==> src/rtl/arc_frame_replacer_defines.svh <==
// ----------------------------------------------------------------------------
// arc_frame_replacer_defines
// Assertion macros for the adaptive frame replacer. Empty under synthesis.
// ----------------------------------------------------------------------------
`ifndef ARC_FRAME_REPLACER_DEFINES_SVH
`define ARC_FRAME_REPLACER_DEFINES_SVH
`ifndef SYNTHESIS
// Check a property on every clock edge outside reset.
`define AFR_ASSERT(lbl, prop) \
  lbl: assert property (@(posedge clk_i) disable iff (!rst_ni) (prop)) \
    else $error("afr assertion failed");
// Check that a condition implies a consequence in the same cycle.
`define AFR_ASSERT_IMP(lbl, ante, cons) \
  lbl: assert property (@(posedge clk_i) disable iff (!rst_ni) (ante) |-> (cons)) \
    else $error("afr implication failed");
`else
`define AFR_ASSERT(lbl, prop)
`define AFR_ASSERT_IMP(lbl, ante, cons)
`endif
`endif

==> src/rtl/afr_div.sv <==
// ----------------------------------------------------------------------------
// afr_div
// Restoring divider, one quotient bit per cycle, for the target step.
// ----------------------------------------------------------------------------
module afr_div #(
  parameter int W = 8
) (
  input  logic         clk_i,
  input  logic         rst_ni,
  input  logic         start_i,
  input  logic [W-1:0] dividend_i,
  input  logic [W-1:0] divisor_i,
  output logic         done_o,
  output logic [W-1:0] quotient_o
);

  localparam int CNTW = $clog2(W + 1);

  logic            busy_q;
  logic            done_q;
  logic [CNTW-1:0] cnt_q;
  logic [W-1:0]    rem_q;
  logic [W-1:0]    quo_q;
  logic [W-1:0]    dsr_q;
  logic [W:0]      shifted;
  logic            ge;

  assign shifted = {rem_q, quo_q[W-1]};
  assign ge      = shifted >= {1'b0, dsr_q};

  always_ff @(posedge clk_i or negedge rst_ni) begin
    if (!rst_ni) begin
      busy_q <= 1'b0;
      done_q <= 1'b0;
      cnt_q  <= '0;
      rem_q  <= '0;
      quo_q  <= '0;
      dsr_q  <= '0;
    end else begin
      done_q <= 1'b0;
      if (start_i) begin
        busy_q <= 1'b1;
        cnt_q  <= CNTW'(W);
        rem_q  <= '0;
        quo_q  <= dividend_i;
        dsr_q  <= divisor_i;
      end else if (busy_q) begin
        // shift in one dividend bit, subtract where it fits
        rem_q <= ge ? W'(shifted - {1'b0, dsr_q}) : shifted[W-1:0];
        quo_q <= {quo_q[W-2:0], ge};
        cnt_q <= cnt_q - CNTW'(1);
        if (cnt_q == CNTW'(1)) begin
          busy_q <= 1'b0;
          done_q <= 1'b1;
        end
      end
    end
  end

  assign done_o     = done_q;
  assign quotient_o = quo_q;

endmodule

==> config.mk <==
export PLATFORM = sky130hd
export DESIGN_NAME = afr_div
export DESIGN_NICKNAME = d
export VERILOG_FILES = /design/src/rtl/arc_frame_replacer_defines.svh /design/src/rtl/afr_div.sv
export SDC_FILE = /design/constraint.sdc
export NUM_CORES = 1
export LEC_CHECK = 0
export BUFFER_PORTS_ARGS = -buffer_cell sky130_fd_sc_hd__buf_2
export CAP_MARGIN = 20
export CORE_MARGIN = 3
export CORE_UTILIZATION = 56
export CTS_BUF_LIST = sky130_fd_sc_hd__clkbuf_4 sky130_fd_sc_hd__clkbuf_8 sky130_fd_sc_hd__clkbuf_16
export CTS_CLUSTER_DIAMETER = 150
export DETAILED_ROUTE_END_ITERATION = 6
export PLACE_DENSITY = 0.85
export SYNTH_ARGS = -nofsm -noshare
export SYNTH_HDL_FRONTEND = slang
export SYNTH_SLANG_ARGS = --single-unit
==> constraint.sdc <==
create_clock -name clk_i -period 2.7 [get_ports clk_i]
set_clock_uncertainty 0.2 [all_clocks]
set_input_delay 0.405 -clock clk_i [delete_from_list [all_inputs] [get_ports clk_i]]
set_output_delay 0.405 -clock clk_i [all_outputs]
set_load 0.02 [all_outputs]
==> results.toml <==
[critical_path]
crit_slowest_cell = "or4b_1"
end_kind = "register"
critPathMaxStageDelay_ns = 0.47
crit_family = "compound AO/OA/AOI/OAI gates"
r2r_slack_ns = 0.17
ff2ff_path_depth = 8
criticalPathCategory = "reg2reg"
worstPathMaxFanout = 3
crit_required_ns = 2.74
arrival_ns = 2.56
r2r-start = "quotient_o[7]$_DFFE_PN0P_"
r2r-end = "rem_q[6]$_DFFE_PN0P_"
worstPathCellList = "inv_1 > ha_1 > fa_1 > nor2b_4 > o31a_1 > or4b_1 > a31o_1 > a311oi_2"
worst_setup_path_start_kind = "register"
worst-path-buf-inv = 1

[drt]
firstDrtPassIters = 4
vias = 1353
via_per_inst = 5.39
initialDrtViolationCount = 59
detail-route-antenna-nets = 0
wirelength_microns = 3520
drc = 0
wire_per_inst_microns = 14.0

[cts]
clk_latency_ns = 0.33
clk_pin_slew_worst_paths_ns = 0.09
h-tree-depth = 2
cts_tree = "built"
postCtsResizedCells = 0
hold_buffers = 1
post_cts_buffers = 0
cts_buffer_depth = 2
cts_root_buf = "clkbuf_4"
cts_made_buffers = 5
clock_sinks = 30

[yosys]
yosys.area_share.simple_pct = 15.1
ys_seq_elements = 30
synth_fp_nets = 212
synth_area_sq_um = 1790
synth.area.top_cells = "dfrtp_1 42%, ha_1 7.0%, mux2i_1 5.6%"
synthArstFlopShare_pct = 100
seq_area_frac_synth_pct = 42.0
yosysTopAreaCellShare_pct = 42.0
synth_flop_cell = "dfrtp_1"
syn_avg_cell_area_sq_um = 9.81
synth-edff-count = 0
yosys.area.top_type = "dfrtp_1"
muxShareOfSynthArea_pct = 7.50
synth_fa_ha_area_share_pct = 8.13
synth_compound_area_share_pct = 16.3
synth_top_family_by_area = "compound AO/OA/AOI/OAI gates"
ys_warn_count = 0
syn_inst = 182
synthXorXnorAreaFrac_pct = 2.94
ys_types = 45

[floorplan]
die_x_microns = 62.5
die_area_sq_um = 3900
num_rows = 19
ioPinCount = 28
start_util_pct = 61.6
die_h_microns = 62.5
design.core.area_sq_um = 2900

[finish]
final_common_cell = "dfrtp_1"
diodes = 0
stdcell_count = 251
final_cell_mix = "30 x dfrtp_1, 27 x buf_2, 25 x nand2_1"
syn_to_final_growth_pct = 9.95
nNetsFinal = 240
nFillCells = 250
drive_gt1_share_pct = 22.0

[global_route]
antenna_found_initial = 0
grt_pass1_wl_microns = 6310
grt_max_degree = 45
grt_usage_pct = 20.0
gr-total-overflow = 0
grt_pass1_vias = 1427

[power_and_ir_drop]
total_power_mw = 1.87
power_leakage_nw = 1.02
vdd_ir_drop_max_mv = 0.489
p_per_area_nw_per_um2 = 951

[timing]
holdWs_ns = 0.0823
setup_viol_count_final = 0
finalSetupTns_ns = 0
hold_viol_final = 0
worst_slack_ns = 0.174
fmax_mhz = 396
slew_viol_final = 0
tightest_slew_ns = 0.671
finalCriticalPeriod_ns = 2.53
grt_setup_unrepaired = "no"
fin_crit_sh_pct = 93.5
slew_headroom_pct = 55.3

[worst_hold_path]
hold_class = "in2reg"
min_to = "dsr_q[3]$_DFFE_PN0P_"
hold_start = "divisor_i[3]"
holdPathStages = 3

[outcome]
status = "completed"

[placement]
io_buffer_count = 27
dp.final_hpwl_microns = 2610
dp_worst_setup_slack_ns = 0.201
place_congestion = 0.852
dp_cells = 244

[job]
maxCapViolations = 0
==> cell type report <==
| class | count | area (sq um) | area share, % |
|---|---|---|---|
| clock buffers | 6 | 51.3 | 2.61 |
| flip-flops and latches | 30 | 751 | 38.2 |
| inverters | 13 | 48.8 | 2.49 |
| multi-input cells | 129 | 892 | 45.4 |
| repair buffers | 31 | 168 | 8.54 |
| well taps | 42 | 52.6 | 2.68 |
==> flip-flops by register name, indices dropped and copies added, names as in the netlist <==
signal	cells
quotient_o	8
rem_q	8
done_o	1
cnt_q	4
dsr_q	8
busy_q	1
==> how the worst max path moves through the flow <==
stage                                   start              endpoint  slack, ns  cells past startpoint
global placement    quotient_o[7]$_DFFE_PN0P_  rem_q[6]$_DFFE_PN0P_       0.33                      8
global route        quotient_o[7]$_DFFE_PN0P_  rem_q[6]$_DFFE_PN0P_       0.05                      8
finish              quotient_o[7]$_DFFE_PN0P_  rem_q[6]$_DFFE_PN0P_       0.17                      8
floorplan           quotient_o[7]$_DFFE_PN0P_  rem_q[6]$_DFFE_PN0P_       0.27                      8
detailed placement  quotient_o[7]$_DFFE_PN0P_  rem_q[6]$_DFFE_PN0P_       0.20                      8
CTS                 quotient_o[7]$_DFFE_PN0P_  rem_q[6]$_DFFE_PN0P_       0.18                      8
==> synth_stat cells, drive strengths merged, types with 2 or more instances <==
cell	n
xor2	2
a21oi	4
xnor2	4
buf	2
a211o	2
nor2	15
a311oi	2
o21ai	20
clkbuf	7
nor3b	2
mux2i	10
dfrtp	30
nand2b	2
nor2b	2
inv	13
a211oi	7
mux2	3
a31o	2
ha	10
nand2	25
==> worst register-to-register path: stages, from the launching register on <==
cell and delay [ns]:
dfrtp_1 0.41, inv_1 0.08, ha_1 0.20, fa_1 0.28
nor2b_4 0.06, o31a_1 0.27, or4b_1 0.47, a31o_1 0.23
a311oi_2 0.23
==> logic make-up (layout without fill, tap and decap cells) <==
family | count (synthesis) | count (layout)
and+or+nand+nor | 56 | 56
AOI/OAI and AO/OA | 43 | 43
DFF | 30 | 30
buffers and inverters | 23 | 50
muxes | 13 | 13
adders and majority gates | 11 | 11
xor gates and xnor gates | 6 | 6
==> metal layers <==
layer | global-route usage [%] | share of wire, % | up-vias
li1 | - | - | 681
met1 | 22.7 | 43 | 645
met5 | 0 | 0 | -
met3 | 4.50 | 2.6 | 8
met4 | 8.54 | 2.2 | 0
met2 | 35.7 | 52 | 19
==> where the power goes <==
part	total [mW]	switching [mW]	internal, mW
Sequential	0.646	0.0876	0.558
Combinational	0.957	0.497	0.460
Clock	0.264	0.147	0.117
Total	1.87	0.731	1.14
==> metrics by stage <==
step | instance area, sq um | utilization, %
after detailed placement | 1900 | 65.6
after global placement | 1900 | 65.6
final | 1960 | 67.7
after CTS | 1960 | 67.7
after global routing | 1960 | 67.7
after floorplan | 1790 | -
Note: power is estimated with default switching activity, not from simulation.
